`src/hdl/jsp_pkg.sv`:
```
`timescale 1ns / 1ps
// Package for the Jacobi stencil point update block: widths, register
// indexes, transaction payload types and the pipeline stage payloads.
// Depends on nothing; every other file of the block uses it.
package jsp_pkg;

   // Field widths of values, weights and the change magnitude.
   localparam int ValueWidth   = 32;
   localparam int CoefWidth    = 16;
   localparam int CoefFracBits = 16;
   localparam int ChangeWidth  = 31;

   // Derived datapath widths.
   localparam int PairWidth    = ValueWidth + 1;
   localparam int ProductWidth = PairWidth + CoefWidth + 1;
   localparam int SumWidth     = ProductWidth + 2;
   localparam int ShiftedWidth = SumWidth - CoefFracBits;
   localparam int DiffWidth    = ValueWidth + 1;

   // Configuration register indexes.
   localparam int CsrIndexWidth = 2;
   localparam int CsrDataWidth  = ChangeWidth;

   typedef enum logic [CsrIndexWidth-1:0] {
      RegCoefX     = 2'd0,
      RegCoefY     = 2'd1,
      RegCoefZ     = 2'd2,
      RegTolerance = 2'd3
   } jsp_reg_type;

   // Reset values of the configuration registers.
   localparam logic [CoefWidth-1:0]   CoefXReset     = 16'd10923;
   localparam logic [CoefWidth-1:0]   CoefYReset     = 16'd10923;
   localparam logic [CoefWidth-1:0]   CoefZReset     = 16'd10922;
   localparam logic [ChangeWidth-1:0] ToleranceReset = 31'd66;

   // Saturation limits of the value format.
   localparam logic signed [ValueWidth-1:0] ValueMax = {1'b0, {(ValueWidth-1){1'b1}}};
   localparam logic signed [ValueWidth-1:0] ValueMin = {1'b1, {(ValueWidth-1){1'b0}}};

   typedef struct packed {
      logic [CoefWidth-1:0]   coef_x;
      logic [CoefWidth-1:0]   coef_y;
      logic [CoefWidth-1:0]   coef_z;
      logic [ChangeWidth-1:0] tolerance;
   } jsp_cfg_type;

   // Input transaction: the cell, its six neighbours and the sweep marker.
   typedef struct packed {
      logic signed [ValueWidth-1:0] center_value;
      logic signed [ValueWidth-1:0] west_value;
      logic signed [ValueWidth-1:0] east_value;
      logic signed [ValueWidth-1:0] south_value;
      logic signed [ValueWidth-1:0] north_value;
      logic signed [ValueWidth-1:0] front_value;
      logic signed [ValueWidth-1:0] back_value;
      logic                         last_in_sweep;
   } jsp_req_type;

   // Result transaction.
   typedef struct packed {
      logic signed [ValueWidth-1:0] new_value;
      logic [ChangeWidth-1:0]       max_change;
      logic                         sweep_end;
      logic                         converged;
   } jsp_rsp_type;

   // Payload after the weighting multipliers.
   typedef struct packed {
      logic signed [ValueWidth-1:0]   center_value;
      logic signed [ProductWidth-1:0] x_product;
      logic signed [ProductWidth-1:0] y_product;
      logic signed [ProductWidth-1:0] z_product;
      logic                           last_in_sweep;
   } jsp_prod_type;

   // Payload after the sum, truncation and saturation.
   typedef struct packed {
      logic signed [ValueWidth-1:0] center_value;
      logic signed [ValueWidth-1:0] new_value;
      logic                         last_in_sweep;
   } jsp_sum_type;

endpackage

```
`src/hdl/jsp_csr.sv`:
```
`timescale 1ns / 1ps
// Configuration registers of the Jacobi stencil point update block: the
// three pair weights and the convergence tolerance. Depends on jsp_pkg.
module jsp_csr (
   input  logic                                 clock,
   input  logic                                 reset,
   input  logic                                 csr_write_enable,
   input  logic [jsp_pkg::CsrIndexWidth-1:0]    csr_index,
   input  logic [jsp_pkg::CsrDataWidth-1:0]     csr_write_data,
   output jsp_pkg::jsp_cfg_type                 cfg
);

   jsp_pkg::jsp_cfg_type cfg_ff;
   jsp_pkg::jsp_cfg_type cfg_in;

   // Decode the register index and replace the addressed field.
   always_comb begin
      cfg_in = cfg_ff;
      if (csr_write_enable) begin
         unique case (jsp_pkg::jsp_reg_type'(csr_index))
            jsp_pkg::RegCoefX: begin
               cfg_in.coef_x = csr_write_data[jsp_pkg::CoefWidth-1:0];
            end
            jsp_pkg::RegCoefY: begin
               cfg_in.coef_y = csr_write_data[jsp_pkg::CoefWidth-1:0];
            end
            jsp_pkg::RegCoefZ: begin
               cfg_in.coef_z = csr_write_data[jsp_pkg::CoefWidth-1:0];
            end
            jsp_pkg::RegTolerance: begin
               cfg_in.tolerance = csr_write_data[jsp_pkg::ChangeWidth-1:0];
            end
            default: begin
               cfg_in = cfg_ff;
            end
         endcase
      end
   end

   always_ff @(posedge clock) begin
      if (reset) begin
         cfg_ff.coef_x    <= jsp_pkg::CoefXReset;
         cfg_ff.coef_y    <= jsp_pkg::CoefYReset;
         cfg_ff.coef_z    <= jsp_pkg::CoefZReset;
         cfg_ff.tolerance <= jsp_pkg::ToleranceReset;
      end else begin
         cfg_ff <= cfg_in;
      end
   end

   assign cfg = cfg_ff;

endmodule

```
`config.mk`:
```
export PLATFORM = sky130hd
export DESIGN_NAME = jsp_csr
export DESIGN_NICKNAME = d
export VERILOG_FILES = /design/src/hdl/jsp_pkg.sv /design/src/hdl/jsp_csr.sv
export SDC_FILE = /design/constraint.sdc
export NUM_CORES = 1
export LEC_CHECK = 0
export BUFFER_PORTS_ARGS = -buffer_cell sky130_fd_sc_hd__clkbuf_2
export CAP_MARGIN = 20
export CORE_ASPECT_RATIO = 2
export CORE_UTILIZATION = 50
export DETAILED_ROUTE_END_ITERATION = 16
export PLACE_DENSITY_LB_ADDON = 0.1
export SETUP_SLACK_MARGIN = 0.2
export SYNTH_ARGS = -nofsm -noshare
export SYNTH_HDL_FRONTEND = slang
export SYNTH_SLANG_ARGS = --single-unit
```
`constraint.sdc`:
```
create_clock -name clock -period 2.49 [get_ports clock]
set_input_delay 0.249 -clock clock [delete_from_list [all_inputs] [get_ports clock]]
set_output_delay 0.249 -clock clock [all_outputs]
set_load 0.02 [all_outputs]
```
==> key figures <==
Status
  • Status: complete, no violations

Setup path
  • Maximum fanout along the worst path: 23
  • Crit path cell chain: clkbuf_2 -> and3_2 -> mux2i_1
  • Cell family with most CP delay: simple AND/OR/NAND/NOR gates
  • CP max stage delay: 0.71 ns
  • Worst EP required: 2.74 ns
  • CP arrival: 1.39 ns
  • Crit path max-delay cell type: and3_2
  • Crit end category: flop
  • Setup CP Type: in -> reg
  • Worst setup SP type: input port
  • CP Buf/Inv Count: 1

Global route
  • Global-route wire length before repair: 10400 um
  • Vias in the first global route: 2192
  • GRT Total Usage: 0.206
  • Largest net degree at the start of global routing: 59
  • Initial antenna violation count: 0
  • Congestion Overflow GR: 0

CTS
  • Htree depth: 3
  • Cts hold-fix bufs: 0
  • Postcts setup bufs: 0
  • Clock tree root buffer cell: clkbuf_16
  • Clock-pin slew on the worst setup and hold paths: 0.06 ns
  • TritonCTS clock tree: done
  • Worst skew pair latency: 0.33 ns
  • Max Buffers Root-to-Sink: 2
  • Total CTS buffers: 9
  • Post_cts resized: 0
  • Clk sinks: 79

Floorplan
  • DIE AREA: 6760 um2
  • Initial Util: 0.513
  • Width of the die: 58.7 um
  • Ports: 115
  • Rows: 41
  • Die span in y: 115 um
  • Core area: 6260 um2

Synthesis
  • Mapped Area: 3210 um2
  • Synth warnings: 0
  • Post-synth net total: 341
  • Dominant cells by area after synthesis: dfxtp_1, mux2i_1, nand2b_1
  • Synth area leader: dfxtp_1
  • Mean post-synth cell area: 10.5 um2
  • Register area share after synthesis: 0.493
  • Yosys top cell area share: 0.493
  • Cells after synthesis: 305
  • Unique masters post-synth: 14
  • Synth Register Bits: 79

Timing
  • Clk_skew: 0 ns
  • Endpoints failing hold: 0
  • Slew HR: 0.487
  • Fmax: 0.874 GHz
  • RSZ-0062 raised after global routing: false
  • Worst-margin pin slew: 0.767 ns
  • Crit path time final: 1.14 ns
  • Final setup viols: 0
  • Hold WS: 0.158 ns
  • Fin. max-slew vios: 0
  • Setup TNS: 0 ns
  • Crit share post-route: 0.460

Drt
  • DRT Pass-1 Iters: 6
  • Iteration-0 DRC Markers: 51
  • Wire per inst: 13.3 um
  • DRC Markers: 0
  • Total routed wirelength: 6680 um
  • Vias: 2381
  • Routed Antenna Nets: 0
  • Number of vias per cell: 4.73

Finish
  • Antenna cells: 0
  • Final Util: 0.655
  • Net count reported at finish: 448
  • Largest register FFs: 79
  • Fillers: 547
  • Layout cells sized above 1: 0.321
  • Final instance area: 4100 um2
  • Area Overhead vs Synth: 27.8%
  • Multi-input gate area: 1510 um2
  • Register area: 1580 um2

Power and ir drop
  • Peak VDD IR: 0.764 mV
  • Pwr/cell area: 707 nW/um2
  • Pleak: 1.98 nW

Placed design
  • GPL Wtd Cong: 0.725
  • Dpl hpwl: 4720 um
  • Area after DPL: 3810 um2
  • I/O Buffers: 114

Hold path
  • Worst hold path type: in -> reg

Flow run
  • Max-capacitance violation count: 0
[cells in the final DEF (no fill, tap or decap), types with 2 or more instances in the layout]
cell and n:
nand2b_1 84, mux2i_1 79, clkbuf_1 3, dfxtp_1 79, clkbuf_16 9, clkbuf_2 113, buf_4 3, nand3b_1 2
nor2_1 34
[worst paths after layout]
kind,slack (ns),endpoint,start,depth (start not counted)
hold / removal,0.16,cfg[16],csr_write_data[16],3
setup reg to reg,1.84,cfg[2],cfg[2],2
setup / recovery,1.35,cfg[9],csr_index[0],3
hold reg to reg,0.47,cfg[22],cfg[22],2
[cell usage after synthesis]
cell	number
buf_2	8
nor2_1	34
buf_4	2
nand3b_1	2
dfxtp_1	79
or3b_1	1
buf_6	3
clkbuf_1	9
nand3_2	1
and3_1	1
mux2i_1	79
nor3b_2	1
and3b_1	1
nand2b_1	84
[worst reg2reg max path, delay by kind of cell, from the launching register on]
family           cells  cell delay, ns
DFF                  1            0.36
muxes                1            0.14
and+or+nand+nor      1            0.07
[per-layer routing]
layer  global-route usage  vias to the layer above  part of all wire
met1                0.241                     1087              0.43
li1                     -                     1205                 -
met2                0.341                       74              0.49
met3               0.0585                       15             0.052
met4               0.0968                        0             0.025
met5                    0                        -                 0
[through the flow]
step,worst slack (ns),cells,power (mW)
after CTS,1.34,503,2.94
after global routing,1.28,503,3.01
final,1.35,503,2.90
after floorplan,1.48,305,1.55
after global placement,1.07,487,1.65
after detailed placement,0.987,487,1.66
[cells by family after synthesis]
kind of cell           after synthesis  synth area share
flip-flops                          79             0.493
buffers and inverters               22            0.0382
AND/OR/NAND/NOR                    125             0.223
multiplexers                        79             0.246
[final cells by class]
cell class	count	share of cell area
Tap cell	86	0.0262
Timing Repair Buffer	118	0.149
Clock inverter	3	0.0104
Sequential cell	79	0.386
Clock buffer	13	0.0610
Multi-Input combinational cell	204	0.367
[power by group]
group | internal (mW) | switching [mW]
clock | 0.802 | 0.473
sequential | 1.31 | 0.0234
combinational | 0.124 | 0.168
(Power assumes the default switching activity.)
