$ cat src/hdl/jsp_pkg.sv
`timescale 1ns / 1ps
// Package for the Jacobi stencil point update block: widths, register
// indexes, transaction payload types and the pipeline stage payloads.
// Depends on nothing; every other file of the block uses it.
package jsp_pkg;

   // Field widths of values, weights and the change magnitude.
   localparam int ValueWidth   = 32;
   localparam int CoefWidth    = 16;
   localparam int CoefFracBits = 16;
   localparam int ChangeWidth  = 31;

   // Derived datapath widths.
   localparam int PairWidth    = ValueWidth + 1;
   localparam int ProductWidth = PairWidth + CoefWidth + 1;
   localparam int SumWidth     = ProductWidth + 2;
   localparam int ShiftedWidth = SumWidth - CoefFracBits;
   localparam int DiffWidth    = ValueWidth + 1;

   // Configuration register indexes.
   localparam int CsrIndexWidth = 2;
   localparam int CsrDataWidth  = ChangeWidth;

   typedef enum logic [CsrIndexWidth-1:0] {
      RegCoefX     = 2'd0,
      RegCoefY     = 2'd1,
      RegCoefZ     = 2'd2,
      RegTolerance = 2'd3
   } jsp_reg_type;

   // Reset values of the configuration registers.
   localparam logic [CoefWidth-1:0]   CoefXReset     = 16'd10923;
   localparam logic [CoefWidth-1:0]   CoefYReset     = 16'd10923;
   localparam logic [CoefWidth-1:0]   CoefZReset     = 16'd10922;
   localparam logic [ChangeWidth-1:0] ToleranceReset = 31'd66;

   // Saturation limits of the value format.
   localparam logic signed [ValueWidth-1:0] ValueMax = {1'b0, {(ValueWidth-1){1'b1}}};
   localparam logic signed [ValueWidth-1:0] ValueMin = {1'b1, {(ValueWidth-1){1'b0}}};

   typedef struct packed {
      logic [CoefWidth-1:0]   coef_x;
      logic [CoefWidth-1:0]   coef_y;
      logic [CoefWidth-1:0]   coef_z;
      logic [ChangeWidth-1:0] tolerance;
   } jsp_cfg_type;

   // Input transaction: the cell, its six neighbours and the sweep marker.
   typedef struct packed {
      logic signed [ValueWidth-1:0] center_value;
      logic signed [ValueWidth-1:0] west_value;
      logic signed [ValueWidth-1:0] east_value;
      logic signed [ValueWidth-1:0] south_value;
      logic signed [ValueWidth-1:0] north_value;
      logic signed [ValueWidth-1:0] front_value;
      logic signed [ValueWidth-1:0] back_value;
      logic                         last_in_sweep;
   } jsp_req_type;

   // Result transaction.
   typedef struct packed {
      logic signed [ValueWidth-1:0] new_value;
      logic [ChangeWidth-1:0]       max_change;
      logic                         sweep_end;
      logic                         converged;
   } jsp_rsp_type;

   // Payload after the weighting multipliers.
   typedef struct packed {
      logic signed [ValueWidth-1:0]   center_value;
      logic signed [ProductWidth-1:0] x_product;
      logic signed [ProductWidth-1:0] y_product;
      logic signed [ProductWidth-1:0] z_product;
      logic                           last_in_sweep;
   } jsp_prod_type;

   // Payload after the sum, truncation and saturation.
   typedef struct packed {
      logic signed [ValueWidth-1:0] center_value;
      logic signed [ValueWidth-1:0] new_value;
      logic                         last_in_sweep;
   } jsp_sum_type;

endpackage

$ cat src/hdl/jsp_update_stage.sv
`timescale 1ns / 1ps
// Last stage: change magnitude, running sweep maximum, convergence flag and
// the result register that drives the result channel. Depends on jsp_pkg.
module jsp_update_stage (
   input  logic                                 clock,
   input  logic                                 reset,
   input  logic                                 load,
   input  logic                                 in_valid,
   input  jsp_pkg::jsp_sum_type                 in_data,
   input  logic [jsp_pkg::ChangeWidth-1:0]      tolerance,
   output logic                                 out_valid,
   output jsp_pkg::jsp_rsp_type                 out_data
);

   logic signed [jsp_pkg::DiffWidth-1:0] diff;
   logic [jsp_pkg::DiffWidth-1:0]        magnitude;
   logic [jsp_pkg::ChangeWidth-1:0]      change;
   logic [jsp_pkg::ChangeWidth-1:0]      running_max;
   logic [jsp_pkg::ChangeWidth-1:0]      sweep_max_ff;
   logic [jsp_pkg::ChangeWidth-1:0]      sweep_max_in;
   logic                                 valid_ff;
   logic                                 valid_in;
   jsp_pkg::jsp_rsp_type                 result_ff;
   jsp_pkg::jsp_rsp_type                 result_in;
   logic                                 take;

   assign take = load && in_valid;

   // Exact difference and its magnitude, saturated to the change width.
   assign diff = {in_data.new_value[jsp_pkg::ValueWidth-1], in_data.new_value}
               - {in_data.center_value[jsp_pkg::ValueWidth-1], in_data.center_value};
   assign magnitude = diff[jsp_pkg::DiffWidth-1] ? -diff : diff;
   assign change = (magnitude[jsp_pkg::DiffWidth-1:jsp_pkg::ChangeWidth] != '0)
                 ? '1 : magnitude[jsp_pkg::ChangeWidth-1:0];

   // Running maximum including this cell; a sweep's last cell clears it.
   always_comb begin
      running_max = (change > sweep_max_ff) ? change : sweep_max_ff;
      result_in.new_value  = in_data.new_value;
      result_in.max_change = running_max;
      result_in.sweep_end  = in_data.last_in_sweep;
      result_in.converged  = in_data.last_in_sweep && (running_max < tolerance);
      sweep_max_in = sweep_max_ff;
      if (take) begin
         sweep_max_in = in_data.last_in_sweep ? '0 : running_max;
      end
      valid_in = load ? in_valid : valid_ff;
   end

   always_ff @(posedge clock) begin
      if (reset) begin
         valid_ff     <= 1'b0;
         sweep_max_ff <= '0;
      end else begin
         valid_ff     <= valid_in;
         sweep_max_ff <= sweep_max_in;
      end
   end

   always_ff @(posedge clock) begin
      if (take) begin
         result_ff <= result_in;
      end
   end

   assign out_valid = valid_ff;
   assign out_data  = result_ff;

`ifndef SYNTHESIS
   // The last cell of a sweep leaves the stored maximum cleared.
   a_sweep_clear: assert property (@(posedge clock) disable iff (reset)
      (take && in_data.last_in_sweep) |=> (sweep_max_ff == '0))
      else $error("sweep maximum not cleared after the last cell of a sweep");

   // Inside a sweep the stored maximum equals the reported one.
   a_sweep_track: assert property (@(posedge clock) disable iff (reset)
      (take && !in_data.last_in_sweep) |=> (sweep_max_ff == result_ff.max_change))
      else $error("stored sweep maximum differs from the reported maximum");

   // The maximum moves only when a transaction passes through this stage.
   a_sweep_hold: assert property (@(posedge clock) disable iff (reset)
      !take |=> (sweep_max_ff == $past(sweep_max_ff)))
      else $error("sweep maximum changed without a transaction");

   // Convergence is reported only on a result that closes a sweep.
   a_conv_at_end: assert property (@(posedge clock) disable iff (reset)
      (valid_ff && result_ff.converged) |-> result_ff.sweep_end)
      else $error("converged flagged on a result that does not close a sweep");
`endif

endmodule

$ cat config.mk
export PLATFORM = sky130hd
export DESIGN_NAME = jsp_update_stage
export DESIGN_NICKNAME = d
export VERILOG_FILES = /design/src/hdl/jsp_pkg.sv /design/src/hdl/jsp_update_stage.sv
export SDC_FILE = /design/constraint.sdc
export NUM_CORES = 1
export LEC_CHECK = 0
export BUFFER_PORTS_ARGS = -buffer_cell sky130_fd_sc_hd__buf_4
export CORE_AREA = 2 2 108 214
export CTS_CLUSTER_DIAMETER = 80
export CTS_CLUSTER_SIZE = 24
export DETAILED_ROUTE_END_ITERATION = 6
export DIE_AREA = 0 0 110 216
export HOLD_SLACK_MARGIN = 0.05
export PLACE_DENSITY = 0.62
export SETUP_SLACK_MARGIN = 0.02
export SYNTH_ARGS = -nofsm -noshare
export SYNTH_HDL_FRONTEND = slang
export SYNTH_SLANG_ARGS = --single-unit
$ cat constraint.sdc
create_clock -name clock -period 10.6 [get_ports clock]
set_input_delay 0.53 -clock clock [delete_from_list [all_inputs] [get_ports clock]]
set_output_delay 0.53 -clock clock [all_outputs]
set_load 0.01 [all_outputs]
==> flow_metrics.py <==
metrics = {
    "setup_path": {
        "critPathMostFrequentCell": "a21oi_1",
        "crit_type": "in2reg",
        "end_kind": "register",
        "cp_num_buf_inv": 3,
        "start_kind": "input pin",
        "arrival_ps": 9200,
        "slowest_delay_ps": 650,
        "crit_path_top_delay_cell": "or4_1",
        "crit_fanout": 25,
        "required_ps": 10830,
        "path_delay_family": "compound AO/OA/AOI/OAI gates",
    },
    "logic_synthesis": {
        "synth_compound_area_share_pct": 22.80,
        "synthMuxAreaShare_pct": 5.018,
        "synth_xor_area_share_pct": 3.823,
        "yosys.area_share.simple_pct": 16.96,
        "ys_warn_count": 0,
        "syn_avg_cell_area_um2": 8.886,
        "synth_top_area_share_pct": 23.03,
        "syn_nets": 1149,
        "synth_top_family_by_area": "compound AO/OA/AOI/OAI gates",
        "ys_ff_latch": 97,
        "synth-edff-count": 65,
        "yosysTopAreaCell": "edfxtp_1",
        "ys_types": 80,
        "mappedNetlistArea_mm2": 0.008477,
        "synthArstFlopShare_pct": 0,
        "synth-main-ff-cell": "edfxtp_1",
        "ys_seq_area_share_pct": 30.58,
        "synthCells": 954,
        "synthAdderAreaFrac_pct": 14.11,
        "synthTopCellsByArea": "edfxtp_1, ha_1, dfxtp_1",
    },
    "floorplanning": {
        "pin_count": 166,
        "rows": 77,
        "die_w_um": 110,
        "initial_core_util_pct": 38.42,
        "die_h_um": 216,
        "core_mm2": 0.02206,
        "dieArea_mm2": 0.02376,
    },
    "cells_and_area": {
        "syn2layout_area_growth_pct": 21.40,
        "antennaDiodeCount": 0,
        "fin_nets": 1293,
        "final_common_cell": "buf_4",
        "drive_gt1_share_pct": 23.57,
        "final_cell_mix": "buf_4, inv_1, ha_1, edfxtp_1, nand2_1",
    },
    "hold_path": {
        "hold_path_class": "in2reg",
    },
    "routing": {
        "firstDrtPassIters": 7,
        "antenna_left": 0,
        "drt_wl_total_um": 23530,
        "vias_per_cell": 5.558,
        "drc": 0,
        "vias": 7664,
        "wl_per_cell_um": 17.06,
        "drt-initial-drc-count": 361,
    },
    "power": {
        "p_clk_share_pct": 21.6,
        "p_leak_nw": 4.334,
        "power_frac_comb_pct": 50.0,
        "p_sw_uw": 647.9,
        "switching_share_pct": 37.95,
        "fin_total_pwr_mw": 1.707,
        "internal-power_mw": 1.059,
        "pwr-share-seq_pct": 28.4,
        "p_per_area_mw_per_mm2": 165.9,
        "ir_drop_v": 0.00007859,
    },
    "placed_design": {
        "port_buffers": 165,
        "hpwl_um": 18940,
        "gp_congestion": 0.9332,
    },
    "sta": {
        "hold_slack_ps": 341.2,
        "setup_viol": 0,
        "relSlewSlack_pct": 32.40,
        "period_needed_ps": 8974,
        "finalSetupTns_ps": 0,
        "fmax_mhz": 111.4,
        "final_max_slew_viol_count": 0,
        "finalHoldViolCount": 0,
        "worstMarginPinSlew_ps": 1014,
        "post-route-period-util_pct": 84.66,
        "rsz0062_at_grt": "false",
        "skew_ps": 4.845,
    },
    "clocking": {
        "cts.sink_count": 97,
        "ctsHoldBuffers": 0,
        "cts_tree": "built",
        "cts_setup_buffers": 0,
        "postCtsResizedCells": 0,
        "cts_root_buf": "clkbuf_16",
        "cts.path.max_buffers": 2,
        "numCtsBuffers": 9,
        "clk_pin_slew_ps": 70,
        "h-tree-depth": 3,
        "clk-insertion-delay-late_ps": 370,
    },
    "global_routing": {
        "overflow": 0,
        "grt_max_degree": 66,
        "track_usage_pct": 20.19,
        "antenna_found_initial": 0,
        "grt_pass1_vias": 7600,
        "grt_pass1_wl_um": 37290,
    },
    "status": {
        "status": "finished, final reports clean",
    },
    "flow_run": {
        "maxCapViolCount": 0,
    },
}
cells by family after synthesis:
family                   count (synthesis)
flip-flops                              97
multiplexers                            38
buffers and inverters                  143
AND/OR/NAND/NOR                        270
AO/OA/AOI/OAI                          274
adder cells (fa/ha/maj)                 95
XOR/XNOR                                37
per-layer routing:
layer	share of wire (%)	track usage, %	wire (µm)
met1	36	20.60	8490
met4	4.2	10.00	986
met3	3.7	2.990	873
met5	0	0	0
met2	56	38.18	13180
per-stage QoR:
step / util, % / instance area, µm² / std cells / setup WS (ps)
3_5_place_dp: 45.19 / 9970 / 1363 / 1311
5_1_grt: 46.65 / 10290 / 1379 / 1060
3_3_place_gp: 45.19 / 9970 / 1363 / 1460
4_1_cts: 46.65 / 10290 / 1379 / 1694
6_report: 46.65 / 10290 / 1379 / 1626
2_1_floorplan: - / 8477 / 954 / 1962
power by group through the flow:
stage          sequential [mW]  combinational (mW)  clock [mW]
6_report                 0.485               0.853       0.370
5_1_grt                  0.489               0.954       0.389
4_1_cts                  0.485               0.860       0.379
3_5_place_dp             0.493               0.854           0
3_3_place_gp             0.493               0.844           0
2_1_floorplan            0.508               0.576           0
cell usage after synthesis, drive strengths merged, types with 3 or more instances:
| cell type | number |
|---|---|
| a211o | 3 |
| a211oi | 12 |
| a21boi | 8 |
| a21o | 22 |
| a21oi | 62 |
| a221o | 3 |
| a221oi | 6 |
| a22o | 31 |
| a31oi | 9 |
| a41oi | 3 |
| and2 | 14 |
| and3 | 7 |
| and4 | 8 |
| buf | 11 |
| clkbuf | 30 |
| dfxtp | 32 |
| edfxtp | 65 |
| ha | 94 |
| inv | 102 |
| mux2 | 33 |
| mux2i | 5 |
| nand2 | 59 |
| nand2b | 10 |
| nand3 | 15 |
| nand4 | 19 |
| nor2 | 56 |
| nor2b | 12 |
| nor3 | 24 |
| nor3b | 4 |
| nor4 | 8 |
| o211ai | 10 |
| o21a | 6 |
| o21ai | 60 |
| o21bai | 3 |
| o221ai | 5 |
| o22ai | 5 |
| o311ai | 3 |
| o31ai | 3 |
| or2 | 6 |
| or3 | 12 |
| or4 | 5 |
| xnor2 | 23 |
| xor2 | 14 |
registers in the layout, indices dropped and copies added, names as in the netlist:
register	flops
out_valid	1
sweep_max_ff	31
out_data	65
worst paths after layout:
check	from	to	slack (ps)	cells after the start
max	in_data[1]	out_data[0]	1630	36
min	in_data[18]	out_data[50]	340	1
max reg2reg	sweep_max_ff[1]	out_data[0]	5780	24
min reg2reg	out_valid	out_valid	480	2
area by class of cell:
class / instances / area [µm²]
clock buffers: 12 / 267.8
clock inverters: 4 / 53.80
fillers: 2154 / 11770
inverters: 102 / 382.9
multi-input cells: 714 / 5343
flip-flops and latches: 97 / 2592
well taps: 276 / 345.3
repair buffers: 174 / 1306
Power figures use the tool's default switching activity.
