==> config.mk <==
export PLATFORM = sky130hd
export DESIGN_NAME = jsp_sum_stage
export DESIGN_NICKNAME = d
export VERILOG_FILES = /design/src/hdl/jsp_pkg.sv /design/src/hdl/jsp_sum_stage.sv
export SDC_FILE = /design/constraint.sdc
export NUM_CORES = 1
export LEC_CHECK = 0
export BUFFER_PORTS_ARGS = -buffer_cell sky130_fd_sc_hd__buf_4
export CORE_MARGIN = 2
export CORE_UTILIZATION = 35
export CTS_CLUSTER_SIZE = 25
export DETAILED_ROUTE_END_ITERATION = 10
export GPL_TIMING_DRIVEN = 0
export PLACE_DENSITY_LB_ADDON = 0.3
export RECOVER_POWER = 50
export SYNTH_ARGS = -nofsm -noshare
export SYNTH_HDL_FRONTEND = slang
export SYNTH_SLANG_ARGS = --single-unit
==> constraint.sdc <==
create_clock -name clock -period 5.1 [get_ports clock]
set_input_delay 0.765 -clock clock [delete_from_list [all_inputs] [get_ports clock]]
set_output_delay 0.765 -clock clock [all_outputs]
set_load 0.01 [all_outputs]
==> src/hdl/jsp_pkg.sv <==
`timescale 1ns / 1ps
// Package for the Jacobi stencil point update block: widths, register
// indexes, transaction payload types and the pipeline stage payloads.
// Depends on nothing; every other file of the block uses it.
package jsp_pkg;

   // Field widths of values, weights and the change magnitude.
   localparam int ValueWidth   = 32;
   localparam int CoefWidth    = 16;
   localparam int CoefFracBits = 16;
   localparam int ChangeWidth  = 31;

   // Derived datapath widths.
   localparam int PairWidth    = ValueWidth + 1;
   localparam int ProductWidth = PairWidth + CoefWidth + 1;
   localparam int SumWidth     = ProductWidth + 2;
   localparam int ShiftedWidth = SumWidth - CoefFracBits;
   localparam int DiffWidth    = ValueWidth + 1;

   // Configuration register indexes.
   localparam int CsrIndexWidth = 2;
   localparam int CsrDataWidth  = ChangeWidth;

   typedef enum logic [CsrIndexWidth-1:0] {
      RegCoefX     = 2'd0,
      RegCoefY     = 2'd1,
      RegCoefZ     = 2'd2,
      RegTolerance = 2'd3
   } jsp_reg_type;

   // Reset values of the configuration registers.
   localparam logic [CoefWidth-1:0]   CoefXReset     = 16'd10923;
   localparam logic [CoefWidth-1:0]   CoefYReset     = 16'd10923;
   localparam logic [CoefWidth-1:0]   CoefZReset     = 16'd10922;
   localparam logic [ChangeWidth-1:0] ToleranceReset = 31'd66;

   // Saturation limits of the value format.
   localparam logic signed [ValueWidth-1:0] ValueMax = {1'b0, {(ValueWidth-1){1'b1}}};
   localparam logic signed [ValueWidth-1:0] ValueMin = {1'b1, {(ValueWidth-1){1'b0}}};

   typedef struct packed {
      logic [CoefWidth-1:0]   coef_x;
      logic [CoefWidth-1:0]   coef_y;
      logic [CoefWidth-1:0]   coef_z;
      logic [ChangeWidth-1:0] tolerance;
   } jsp_cfg_type;

   // Input transaction: the cell, its six neighbours and the sweep marker.
   typedef struct packed {
      logic signed [ValueWidth-1:0] center_value;
      logic signed [ValueWidth-1:0] west_value;
      logic signed [ValueWidth-1:0] east_value;
      logic signed [ValueWidth-1:0] south_value;
      logic signed [ValueWidth-1:0] north_value;
      logic signed [ValueWidth-1:0] front_value;
      logic signed [ValueWidth-1:0] back_value;
      logic                         last_in_sweep;
   } jsp_req_type;

   // Result transaction.
   typedef struct packed {
      logic signed [ValueWidth-1:0] new_value;
      logic [ChangeWidth-1:0]       max_change;
      logic                         sweep_end;
      logic                         converged;
   } jsp_rsp_type;

   // Payload after the weighting multipliers.
   typedef struct packed {
      logic signed [ValueWidth-1:0]   center_value;
      logic signed [ProductWidth-1:0] x_product;
      logic signed [ProductWidth-1:0] y_product;
      logic signed [ProductWidth-1:0] z_product;
      logic                           last_in_sweep;
   } jsp_prod_type;

   // Payload after the sum, truncation and saturation.
   typedef struct packed {
      logic signed [ValueWidth-1:0] center_value;
      logic signed [ValueWidth-1:0] new_value;
      logic                         last_in_sweep;
   } jsp_sum_type;

endpackage

==> src/hdl/jsp_sum_stage.sv <==
`timescale 1ns / 1ps
// Second arithmetic stage: adds the three weighted pairs, drops the weight
// fraction bits towards minus infinity and saturates. Depends on jsp_pkg.
module jsp_sum_stage (
   input  logic                   clock,
   input  logic                   reset,
   input  logic                   load,
   input  logic                   in_valid,
   input  jsp_pkg::jsp_prod_type  in_data,
   output logic                   out_valid,
   output jsp_pkg::jsp_sum_type   out_data
);

   localparam int TopBits = jsp_pkg::ShiftedWidth - jsp_pkg::ValueWidth + 1;

   logic signed [jsp_pkg::SumWidth-1:0]     full_sum;
   logic signed [jsp_pkg::ShiftedWidth-1:0] shifted;
   logic [TopBits-1:0]                      top_bits;
   logic                                    valid_ff;
   logic                                    valid_in;
   jsp_pkg::jsp_sum_type                    data_ff;
   jsp_pkg::jsp_sum_type                    data_in;

   // Exact sum of the three products.
   assign full_sum = jsp_pkg::SumWidth'(in_data.x_product)
                   + jsp_pkg::SumWidth'(in_data.y_product)
                   + jsp_pkg::SumWidth'(in_data.z_product);

   // Dropping the low bits of a two's complement word is a floor division.
   assign shifted  = full_sum[jsp_pkg::SumWidth-1:jsp_pkg::CoefFracBits];
   assign top_bits = shifted[jsp_pkg::ShiftedWidth-1:jsp_pkg::ValueWidth-1];

   // Saturate when the bits above the value's sign are not all copies of it.
   always_comb begin
      data_in.center_value  = in_data.center_value;
      data_in.last_in_sweep = in_data.last_in_sweep;
      if (top_bits == '0 || top_bits == '1) begin
         data_in.new_value = shifted[jsp_pkg::ValueWidth-1:0];
      end else if (shifted[jsp_pkg::ShiftedWidth-1]) begin
         data_in.new_value = jsp_pkg::ValueMin;
      end else begin
         data_in.new_value = jsp_pkg::ValueMax;
      end
      valid_in = load ? in_valid : valid_ff;
   end

   always_ff @(posedge clock) begin
      if (reset) begin
         valid_ff <= 1'b0;
      end else begin
         valid_ff <= valid_in;
      end
   end

   always_ff @(posedge clock) begin
      if (load && in_valid) begin
         data_ff <= data_in;
      end
   end

   assign out_valid = valid_ff;
   assign out_data  = data_ff;

endmodule

==> results by group, run 1 <==
Finish
  • Layout area overhead: 36.7%
  • Layout Nets: about 1100
  • Antenna Cells: 0
  • Post-route cell area: 8320 sq um
  • Share of layout cells above drive strength 1: between 20% and 30%

Timing
  • RSZ-0062 raised after global routing: no
  • Fin crit share: around nine tenths
  • Tmin final: ~4600 ps
  • Max frequency: between 200 and 250 MHz
  • Total negative setup slack: 0 ps
  • Fin. Hold Viols: 0
  • Max_slew headroom: -92.0%
  • Final setup fails: 0
  • WHS: roughly 490 ps
  • Worst Skew: 0 ps
  • Final Max Slew Viols: 67
  • Worst-margin pin slew: approximately 2900 ps

Clocking
  • Clock transition at path regs: around 60 ps
  • Post_cts resized: 0
  • Num CTS Buffers: 9
  • Hold buffer count at cts: 0
  • Post-CTS setup buffers: 0
  • Clk sinks: 66
  • Latest clock arrival within the worst-skew pair: between 300 and 400 ps
  • TritonCTS clock tree: yes
  • Max Buffers Root-to-Sink: 2
  • Root buf cell: clkbuf_16
  • H-Tree Depth: 3

Global route
  • GRT Resource Usage Total: roughly 17%
  • Initial antenna violation count: 0
  • First-pass GRT wire length: roughly 26000 microns
  • GRT overflow: 0
  • Largest net degree at the start of global routing: 67
  • Via count of the first global-routing pass: roughly 5500

Flow run
  • Maximum Capacitance Violations: 1

Pwr
  • Leakage power: about 3.8 nW
  • Pwr/cell area: around 320 nW/um^2
  • Total power: about 2.6 mW
  • Worst vdd ir: around 0.00012 V

Yosys
  • Post-synthesis adder-cell area fraction: a little over a quarter
  • Cell taking the most area after synthesis: edfxtp_1
  • Simple-gate share of the synthesized area: between 10% and 20%
  • Register area share after synthesis: 32.4%
  • XOR/XNOR share of the synthesized area: 4.46%
  • Syn_nets: 860
  • Synth top area share: between 30% and 40%
  • Synthesized area: about 6000 sq um
  • Largest family of logic cells by synthesized area: adder cells
  • Gate Count Post-Synth: between 500 and 600
  • Multiplexer area fraction after synthesis: less than 1%
  • Primary FF master, synth: edfxtp_1
  • Synth Warn #: 0
  • Most numerous cell in the Yosys netlist: edfxtp_1
  • Async SR Flop Fraction: 0%
  • Number of flops mapped to enable cells by yosys: 65
  • Synth cell count leaders: 65 x edfxtp_1, 53 x inv_1, 51 x a21o_1
  • Top post-synthesis cells by area: edfxtp_1 32%, fa_1 16%, ha_1 10%
  • Seq cells post-synth: 66
  • Compound-cell area share of the yosys netlist: between 20% and 30%
  • Syn Area/Cell: 10.6 sq um
  • Synth cell types: 61

Setup path
  • Worst setup EP type: register
  • CP arrival: 4660 ps
  • Req. time, crit path: between 5000 and 6000 ps
  • CP Launch Type: input port
  • Worst r2r dst: out_valid$_SDFFE_PP0P_
  • Start of the worst register-to-register path: out_valid$_SDFFE_PP0P_
  • Critical path type: input port to register
  • CP Launch Point: in_data[9]
  • R2R cell count: 2
  • Worst Path Max Fanout: 10
  • CP Capture Point: out_data[2]$_DFFE_PP_
  • Reg2Reg Setup Slack: between 4000 and 5000 ps

Detailed routing
  • Drt via density: 4.97
  • Via count: around 5300
  • Routed Antenna Nets: 0
  • Starting DRT DRC Count: about 310
  • DRT Wirelength: 15800 microns
  • Pre-antenna DRT Iters: 5
  • DR DRC count: 0
  • WL/cell: 14.8 microns

Floorplan
  • Row count: 48
  • Die height: 136 microns
  • Initial Util: a little over a third
  • Die W: 136 microns
  • # IOs: approximately 250
  • Die area: approximately 18000 sq um
  • Placeable Area: between 15000 and 20000 sq um

Place
  • Post-detail-place hpwl: around 13000 microns
  • Buffers on Ports: 252
  • Placer Congestion: 0.849
  • Placement Cell Area: 8260 sq um

Outcome
  • Status: complete, but fails checks
  • Failing checks: capacitance limit, slew limit

Min path
  • Hold Path Class: register to register
area by class of cell:
cell class,instances,area (sq um)
inverters,53,199
clock inverters,7,76.3
clock buffers,9,225
multi-input cells,429,3750
plain buffers,26,166
repair buffers,252,1650
well taps,225,282
flip-flops and latches,66,1970
fillers,1692,8850
power breakdown:
group          total, mW  internal [mW]  switching [mW]
combinational       1.31          0.586           0.723
sequential         0.726          0.709          0.0177
clock              0.613          0.381           0.232
state kept, by name (all words and copies together) (netlist names):
register	cells
out_valid	1
out_data	65
layer usage:
metal | vias up | track usage [%] | part of all wire (%)
li1 | 2626 | - | -
met1 | 2475 | 22.1 | 42
met2 | 187 | 30.6 | 49
met3 | 18 | 3.50 | 7.2
met4 | 0 | 4.11 | 1.5
met5 | - | 0 | 0
through the flow:
stage / utilization [%] / cells / setup WS, ps
floorplan: - / 574 / 803
global placement: 48.1 / 1051 / 218
detailed placement: 48.1 / 1051 / 175
CTS: 49.9 / 1067 / 510
global route: 48.4 / 1067 / 216
finish: 48.4 / 1067 / 502
worst max-delay path: stages:
cell	delay, ps
buf_4	80
inv_1	40
fa_1	530
inv_1	40
ha_1	300
and3_1	190
and3_1	190
a211oi_1	110
a2111oi_0	710
o31a_1	370
nor2_1	110
o21ai_0	420
nor3_1	110
o31a_2	360
buf_6	160
a21o_1	170
layout by cell type (no fill, tap or decap), drive strengths merged, types with 4 or more instances in the layout:
cell type    n
a221oi       5
nand2       27
a21boi       5
nand3        9
nor2        27
buf        168
xnor2       18
and3         5
o31ai        5
o21ai       25
fa          49
o21a         4
nand4       18
a21o        51
xor2        13
edfxtp      65
o21bai       6
a211oi       7
or3          5
nor3         7
a21oi       42
inv         55
ha          50
clkbuf     119
nand2b       4
cell families after synthesis:
| family | after synthesis |
|---|---|
| buffers and inverters | 79 |
| AOI/OAI and AO/OA | 179 |
| xor gates and xnor gates | 31 |
| adders and majority gates | 99 |
| muxes | 2 |
| and+or+nand+nor | 118 |
| DFF | 66 |
worst min path at each step:
stage,startpoint,to,slack (ps),depth (start not counted)
2_1_floorplan,out_valid$_SDFFE_PP0P_,out_valid$_SDFFE_PP0P_,530,2
3_3_place_gp,out_valid$_SDFFE_PP0P_,out_valid$_SDFFE_PP0P_,470,2
3_5_place_dp,out_valid$_SDFFE_PP0P_,out_valid$_SDFFE_PP0P_,490,2
4_1_cts,out_valid$_SDFFE_PP0P_,out_valid$_SDFFE_PP0P_,500,2
5_1_grt,out_valid$_SDFFE_PP0P_,out_valid$_SDFFE_PP0P_,560,2
6_report,out_valid$_SDFFE_PP0P_,out_valid$_SDFFE_PP0P_,490,2
Note: power is estimated with default switching activity, not from simulation.
==> run 2: changes to the inputs <==
--- a/config.mk
+++ b/config.mk
@@ -5,13 +5,13 @@
 export SDC_FILE = /design/constraint.sdc
 export NUM_CORES = 1
 export LEC_CHECK = 0
-export BUFFER_PORTS_ARGS = -buffer_cell sky130_fd_sc_hd__buf_4
 export CORE_MARGIN = 2
 export CORE_UTILIZATION = 35
 export CTS_CLUSTER_SIZE = 25
 export DETAILED_ROUTE_END_ITERATION = 10
+export DONT_BUFFER_PORTS = 1
 export GPL_TIMING_DRIVEN = 0
-export PLACE_DENSITY_LB_ADDON = 0.3
+export PLACE_DENSITY_LB_ADDON = 0.05
 export RECOVER_POWER = 50
 export SYNTH_ARGS = -nofsm -noshare
 export SYNTH_HDL_FRONTEND = slang
==> results by group, run 2 (synthesized netlist as in run 1, its figures left out) <==
Setup path
  • Critical path type: input port to register (unchanged)
  • Worst r2r dst: out_valid$_SDFFE_PP0P_ (unchanged)
  • Worst Path Max Fanout: 10 (unchanged)
  • CP arrival: 4760 ps (was 4660 ps)
  • Slowest CP cell: a2111oi_0 (unchanged)
  • Reg2Reg Setup Slack: 4380 ps (was 4470 ps)
  • Start of the worst register-to-register path: out_valid$_SDFFE_PP0P_ (unchanged)
  • Slowest stage delay, CP: 740 ps (was 710 ps)
  • CP most frequent cell: inv_1
  • Crit-path cells: inv_1 -> fa_1 -> inv_1 -> ha_1 -> nand4b_1 -> o22ai_1 -> a211oi_1 -> a2111oi_0 -> o31a_1 -> o21bai_1 -> and3_1 -> o2111a_1 -> a211oi_2 -> buf_6 -> a21o_1 (was buf_4 -> inv_1 -> fa_1 -> inv_1 -> ha_1 -> and3_1 -> and3_1 -> a211oi_1 -> a2111oi_0 -> o31a_1 -> nor2_1 -> o21ai_0 -> nor3_1 -> o31a_2 -> buf_6 -> a21o_1)
  • Req. time, crit path: 5280 ps (was 5170 ps)
  • CP Launch Point: in_data[5] (was in_data[9])
  • CP Launch Type: input port (unchanged)
  • R2R cell count: 2 (unchanged)
  • Worst setup EP type: register (unchanged)

Detailed routing
  • DRT Wirelength: 15400 microns (was 15800 microns)
  • DRT met1 WL: 6990 microns (was 6630 microns)
  • Starting DRT DRC Count: 243 (was 312)
  • DR DRC count: 0 (unchanged)
  • Routed Antenna Nets: 0 (unchanged)
  • Via count: 4368 (was 5306)
  • Met3 WL post-DR: 1250 microns (was 1140 microns)
  • WL/cell: 18.9 microns (was 14.8 microns)
  • Top Metal Used: met4 (unchanged)
  • Drt via density: 5.36 (was 4.97)
  • Met2 Routed Length: 7130 microns (was 7820 microns)
  • Pre-antenna DRT Iters: 4 (was 5)

Min path
  • WHS Path Cells: 1 (was 2)
  • Hold Path Class: input port to register (was register to register)
  • Hold EP: out_valid$_SDFFE_PP0P_ (unchanged)
  • Hold Path Origin: reset (was out_valid$_SDFFE_PP0P_)

Finish
  • Commonest non-fill, non-tap cell in the layout: edfxtp_1 (was buf_4)
  • Layout Nets: 871 (was 1123)
  • Layout area overhead: 9.60% (was 36.7%)
  • Antenna Cells: 0 (unchanged)
  • Share of layout cells above drive strength 1: 6.78% (was 27.1%)
  • Most frequent cells in the layout: 65 x edfxtp_1, 53 x inv_1, 51 x a21o_1 (was 161 x buf_4, 77 x clkbuf_1, 65 x edfxtp_1)
  • Largest register FFs: 65 (unchanged)

Floorplan
  • # IOs: 253 (unchanged)
  • Initial Util: 35.4% (unchanged)
  • Placeable Area: 17200 sq um (unchanged)
  • Die height: 136 microns (unchanged)
  • Die area: 18500 sq um (unchanged)
  • Row count: 48 (unchanged)
  • Die W: 136 microns (unchanged)

Clocking
  • Latest clock arrival within the worst-skew pair: 320 ps (about the same)
  • Max Buffers Root-to-Sink: 2 (unchanged)
  • Post_cts resized: 0 (unchanged)
  • Root buf cell: clkbuf_16 (unchanged)
  • H-Tree Depth: 3 (unchanged)
  • TritonCTS clock tree: yes (unchanged)
  • Clk sinks: 66 (unchanged)
  • Clock transition at path regs: 60 ps (about the same)
  • Post-CTS setup buffers: 0 (unchanged)
  • Num CTS Buffers: 9 (unchanged)
  • Hold buffer count at cts: 0 (unchanged)

Outcome
  • Failing checks: capacitance limit, slew limit (unchanged)
  • Status: complete, but fails checks (unchanged)

Timing
  • Max_slew headroom: -103% (was -92.0%)
  • Fin crit share: 89.9% (was 90.2%)
  • Tmin final: 4590 ps (was 4600 ps)
  • WHS: 508 ps (was 495 ps)
  • RSZ-0062 raised after global routing: no (unchanged)
  • Fin. Hold Viols: 0 (unchanged)
  • Worst-margin pin slew: 3040 ps (was 2880 ps)
  • Max frequency: 218 MHz (was 217 MHz)
  • Worst Skew: 0 ps (unchanged)
  • Total negative setup slack: 0 ps (unchanged)
  • Final Max Slew Viols: 67 (unchanged)
  • Final setup fails: 0 (unchanged)

Place
  • Buffers on Ports: 0 (was 252)
  • Placer Congestion: 0.835 (was 0.849)
  • Post-detail-place hpwl: 12500 microns (was 13300 microns)

Global route
  • Initial antenna violation count: 0 (unchanged)
  • Largest net degree at the start of global routing: 67 (unchanged)
  • GRT Resource Usage Total: 16.6% (was 17.4%)
  • Via count of the first global-routing pass: 4431 (was 5452)
  • First-pass GRT wire length: 23600 microns (was 25900 microns)
  • GRT overflow: 0 (unchanged)

Flow run
  • Maximum Capacitance Violations: 1 (unchanged)

Pwr
  • Leakage power: 2.78 nW (was 3.75 nW)
  • Worst vdd ir: 0.000159 V (was 0.000118 V)
  • Total power: 2.54 mW (was 2.65 mW)
  • Pwr/cell area: 381 nW/um^2 (was 318 nW/um^2)
## run 2: cell types whose count changed in the layout (fill, tap and decap cells not counted)
| cell | delta |
|---|---|
| clkinvlp_4 | -1 |
| clkinv_4 | +1 |
| buf_4 | -155 |
| clkbuf_4 | -33 |
| clkbuf_1 | -64 |
## run 2: area by class of cell
cell class                 instances  area [sq um]
inverter                          53           199
buffer                            26           166
clock buffer                       9           225
fill                            1741         10500
multi-input combinational        429          3750
clock inverter                     7          77.6
tap                              225           282
sequential                        66          1970
## run 2: how the worst max path moves through the flow
stage                     depth (start not counted)  slack, ps               endpoint
after floorplan                                  15        800  out_data[1]$_DFFE_PP_
after global placement                           15        140  out_data[9]$_DFFE_PP_
after detailed placement                         15        100  out_data[9]$_DFFE_PP_
after CTS                                        15        440  out_data[9]$_DFFE_PP_
final                                            15        510  out_data[9]$_DFFE_PP_
after global routing                             15        180  out_data[9]$_DFFE_PP_
## run 2: where the power goes
group	internal (mW)	total (mW)	switching [mW]
Sequential	0.713	0.781	0.0680
Clock	0.383	0.643	0.260
Combinational	0.472	1.11	0.643
## run 2: per-stage QoR
| step | util [%] | area (sq um) | instances | setup slack [ps] |
|---|---|---|---|---|
| 2_1_floorplan | - | 6090 | 574 | 803 |
| 3_3_place_gp | 37.1 | 6370 | 799 | 140 |
| 3_5_place_dp | 37.1 | 6370 | 799 | 97.7 |
| 4_1_cts | 38.9 | 6670 | 815 | 445 |
| 5_1_grt | 38.8 | 6670 | 815 | 178 |
| 6_report | 38.8 | 6670 | 815 | 515 |
## run 2: per-layer routing
layer  up-vias  global-route usage [%]
met4         0                    4.17
met3         2                    4.36
met2       184                    26.5
met1      2061                    22.6
li1       2121                       -
met5         -                       0
## run 2: worst max-delay path, delay by kind of cell
kind	cells	cell delay (ps)
fa+ha+maj	2	820
compound gates	8	2560
buf+inv	3	290
simple gates	2	330
==> run 3: changes to the inputs <==
--- a/config.mk
+++ b/config.mk
@@ -6,7 +6,7 @@
 export NUM_CORES = 1
 export LEC_CHECK = 0
 export CORE_MARGIN = 2
-export CORE_UTILIZATION = 35
+export CORE_UTILIZATION = 50
 export CTS_CLUSTER_SIZE = 25
 export DETAILED_ROUTE_END_ITERATION = 10
 export DONT_BUFFER_PORTS = 1
==> results by group, run 3 (synthesized netlist as in run 1, its figures left out) <==
Outcome
  • Status: complete, but fails checks (unchanged)
  • Failing checks: capacitance limit, slew limit (unchanged)

Timing
  • Tmin final: 4590 ps (about the same)
  • Worst Skew: 0 ps (unchanged)
  • RSZ-0062 raised after global routing: no (unchanged)
  • Max frequency: 218 MHz (about the same)
  • Max_slew headroom: -90.5% (was -103%)
  • Final setup fails: 0 (unchanged)
  • Total negative setup slack: 0 ps (unchanged)
  • Fin. Hold Viols: 0 (unchanged)
  • Fin crit share: 90.1% (was 89.9%)
  • Worst-margin pin slew: 2860 ps (was 3040 ps)
  • Final Max Slew Viols: 67 (unchanged)

Floorplan
  • # IOs: 253 (unchanged)
  • Row count: 40 (was 48)
  • Die area: 13100 sq um (was 18500 sq um)
  • Die W: 114 microns (was 136 microns)
  • Initial Util: 50.9% (was 35.4%)
  • Placeable Area: 12000 sq um (was 17200 sq um)
  • Die height: 114 microns (was 136 microns)

Clocking
  • Hold buffer count at cts: 0 (unchanged)
  • H-Tree Depth: 3 (unchanged)
  • Post_cts resized: 0 (unchanged)
  • Clock transition at path regs: 60 ps (about the same)
  • Num CTS Buffers: 9 (unchanged)
  • Latest clock arrival within the worst-skew pair: 320 ps (about the same)
  • TritonCTS clock tree: yes (unchanged)
  • Clk sinks: 66 (unchanged)
  • Root buf cell: clkbuf_16 (unchanged)
  • Max Buffers Root-to-Sink: 2 (unchanged)
  • Post-CTS setup buffers: 0 (unchanged)

Setup path
  • CP Launch Type: input port (unchanged)
  • Crit-path cells: inv_1 -> fa_1 -> inv_1 -> ha_1 -> nand4b_1 -> o22ai_1 -> a211oi_1 -> a2111oi_0 -> o31a_1 -> o21bai_1 -> and3_1 -> o2111a_1 -> a211oi_2 -> buf_6 -> a21o_1 (unchanged)
  • Critical path type: input port to register (unchanged)
  • Worst r2r dst: out_valid$_SDFFE_PP0P_ (unchanged)
  • Slowest CP cell: a2111oi_0 (unchanged)
  • Start of the worst register-to-register path: out_valid$_SDFFE_PP0P_ (unchanged)
  • Worst Path Max Fanout: 10 (unchanged)
  • CP most frequent cell: inv_1 (unchanged)
  • Reg2Reg Setup Slack: 4390 ps (was 4380 ps)
  • Req. time, crit path: 5300 ps (was 5280 ps)
  • R2R cell count: 2 (unchanged)
  • CP arrival: 4790 ps (was 4760 ps)
  • Slowest stage delay, CP: 720 ps (was 740 ps)
  • Worst setup EP type: register (unchanged)

Place
  • Placed Cells: 721 (was 799)
  • Placer Congestion: 0.869 (was 0.835)
  • Post-detail-place hpwl: 11600 microns (was 12500 microns)
  • Buffers on Ports: 0 (unchanged)

Finish
  • Layout area overhead: 8.37% (was 9.60%)
  • Layout Nets: 871 (unchanged)
  • Largest register FFs: 65 (unchanged)
  • Antenna Cells: 0 (unchanged)
  • Commonest non-fill, non-tap cell in the layout: edfxtp_1 (unchanged)
  • Final instance count without filler cells: 737 (was 815)
  • Share of layout cells above drive strength 1: 6.78% (unchanged)
  • Most frequent cells in the layout: 65 x edfxtp_1, 53 x inv_1, 51 x a21o_1 (unchanged)

Min path
  • Hold Path Class: input port to register (unchanged)
  • Hold EP: out_valid$_SDFFE_PP0P_ (unchanged)
  • WHS Path Cells: 1 (unchanged)
  • Hold Path Origin: reset (unchanged)

Pwr
  • Total power: 2.55 mW (was 2.54 mW)
  • Worst vdd ir: 0.000184 V (was 0.000159 V)
  • Leakage power: 2.80 nW (was 2.78 nW)
  • Pwr/cell area: 386 nW/um^2 (was 381 nW/um^2)

Global route
  • GRT Resource Usage Total: 21.7% (was 16.6%)
  • GRT overflow: 0 (unchanged)
  • Met2 usage: 37.3% (was 26.5%)
  • Largest net degree at the start of global routing: 67 (unchanged)
  • Via count of the first global-routing pass: 4372 (was 4431)
  • GRT busiest layer: met2 (unchanged)
  • Met3 Use GR: 5.29% (was 4.36%)
  • Initial antenna violation count: 0 (unchanged)
  • First-pass GRT wire length: 21900 microns (was 23600 microns)
  • Met1 Track Usage GR: 27.0% (was 22.6%)

Detailed routing
  • Via count: 4366 (was 4368)
  • Pre-antenna DRT Iters: 5 (was 4)
  • Drt via density: 5.92 (was 5.36)
  • WL/cell: 19.2 microns (was 18.9 microns)
  • DR DRC count: 0 (unchanged)
  • Routed Antenna Nets: 0 (unchanged)
  • DRT Wirelength: 14200 microns (was 15400 microns)
  • Starting DRT DRC Count: 280 (was 243)

Flow run
  • Maximum Capacitance Violations: 1 (unchanged)
==> run 3: cell count changes in the layout (fill, tap and decap cells not counted), sizes merged <==
| cell | before | now |
|---|---|---|
| bufinv | 1 | 2 |
| clkinvlp | 1 | 0 |
==> run 3: area by class of cell <==
| cell class | count | area, sq um |
|---|---|---|
| buffer | 26 | 166 |
| clock buffer | 9 | 225 |
| clock inverter | 7 | 100 |
| fill | 1054 | 5370 |
| inverter | 53 | 199 |
| multi-input combinational | 429 | 3750 |
| sequential | 66 | 1970 |
| tap | 147 | 184 |
==> run 3: critical path, delay by kind of cell <==
kind / cells / cell delay, ps
simple gates: 2 / 340
compound gates: 8 / 2560
buf+inv: 3 / 300
fa+ha+maj: 2 / 810
==> run 3: metrics by stage <==
| step | hold WS, ps | instance area (sq um) | util, % | worst slack, ps |
|---|---|---|---|---|
| after CTS | 488 | 6600 | 55.2 | 431 |
| after global routing | 491 | 6600 | 55.1 | 120 |
| final | 503 | 6600 | 55.1 | 506 |
| after detailed placement | 556 | 6270 | 52.4 | 82.8 |
| after floorplan | 525 | 6090 | - | 803 |
| after global placement | 555 | 6270 | 52.4 | 111 |
==> run 3: power breakdown <==
part           total (mW)  switching (mW)  internal [mW]
clock               0.676           0.243          0.432
combinational        1.09           0.619          0.472
sequential          0.780          0.0662          0.714
==> run 3: worst max-delay path by stage <==
stage | from | endpoint | cells past startpoint
after floorplan | in_data[10] | out_data[1]$_DFFE_PP_ | 15
after global placement | in_data[5] | out_data[9]$_DFFE_PP_ | 15
after detailed placement | in_data[5] | out_data[9]$_DFFE_PP_ | 15
after CTS | in_data[5] | out_data[9]$_DFFE_PP_ | 15
after global routing | in_data[5] | out_data[9]$_DFFE_PP_ | 15
final | in_data[5] | out_data[9]$_DFFE_PP_ | 15
==> run 3: metal layers <==
layer | part of all wire [%] | routed length [microns]
met3 | 6.9 | 971
met5 | 0 | 0
met2 | 50 | 7030
met1 | 42 | 5980
met4 | 1.4 | 192
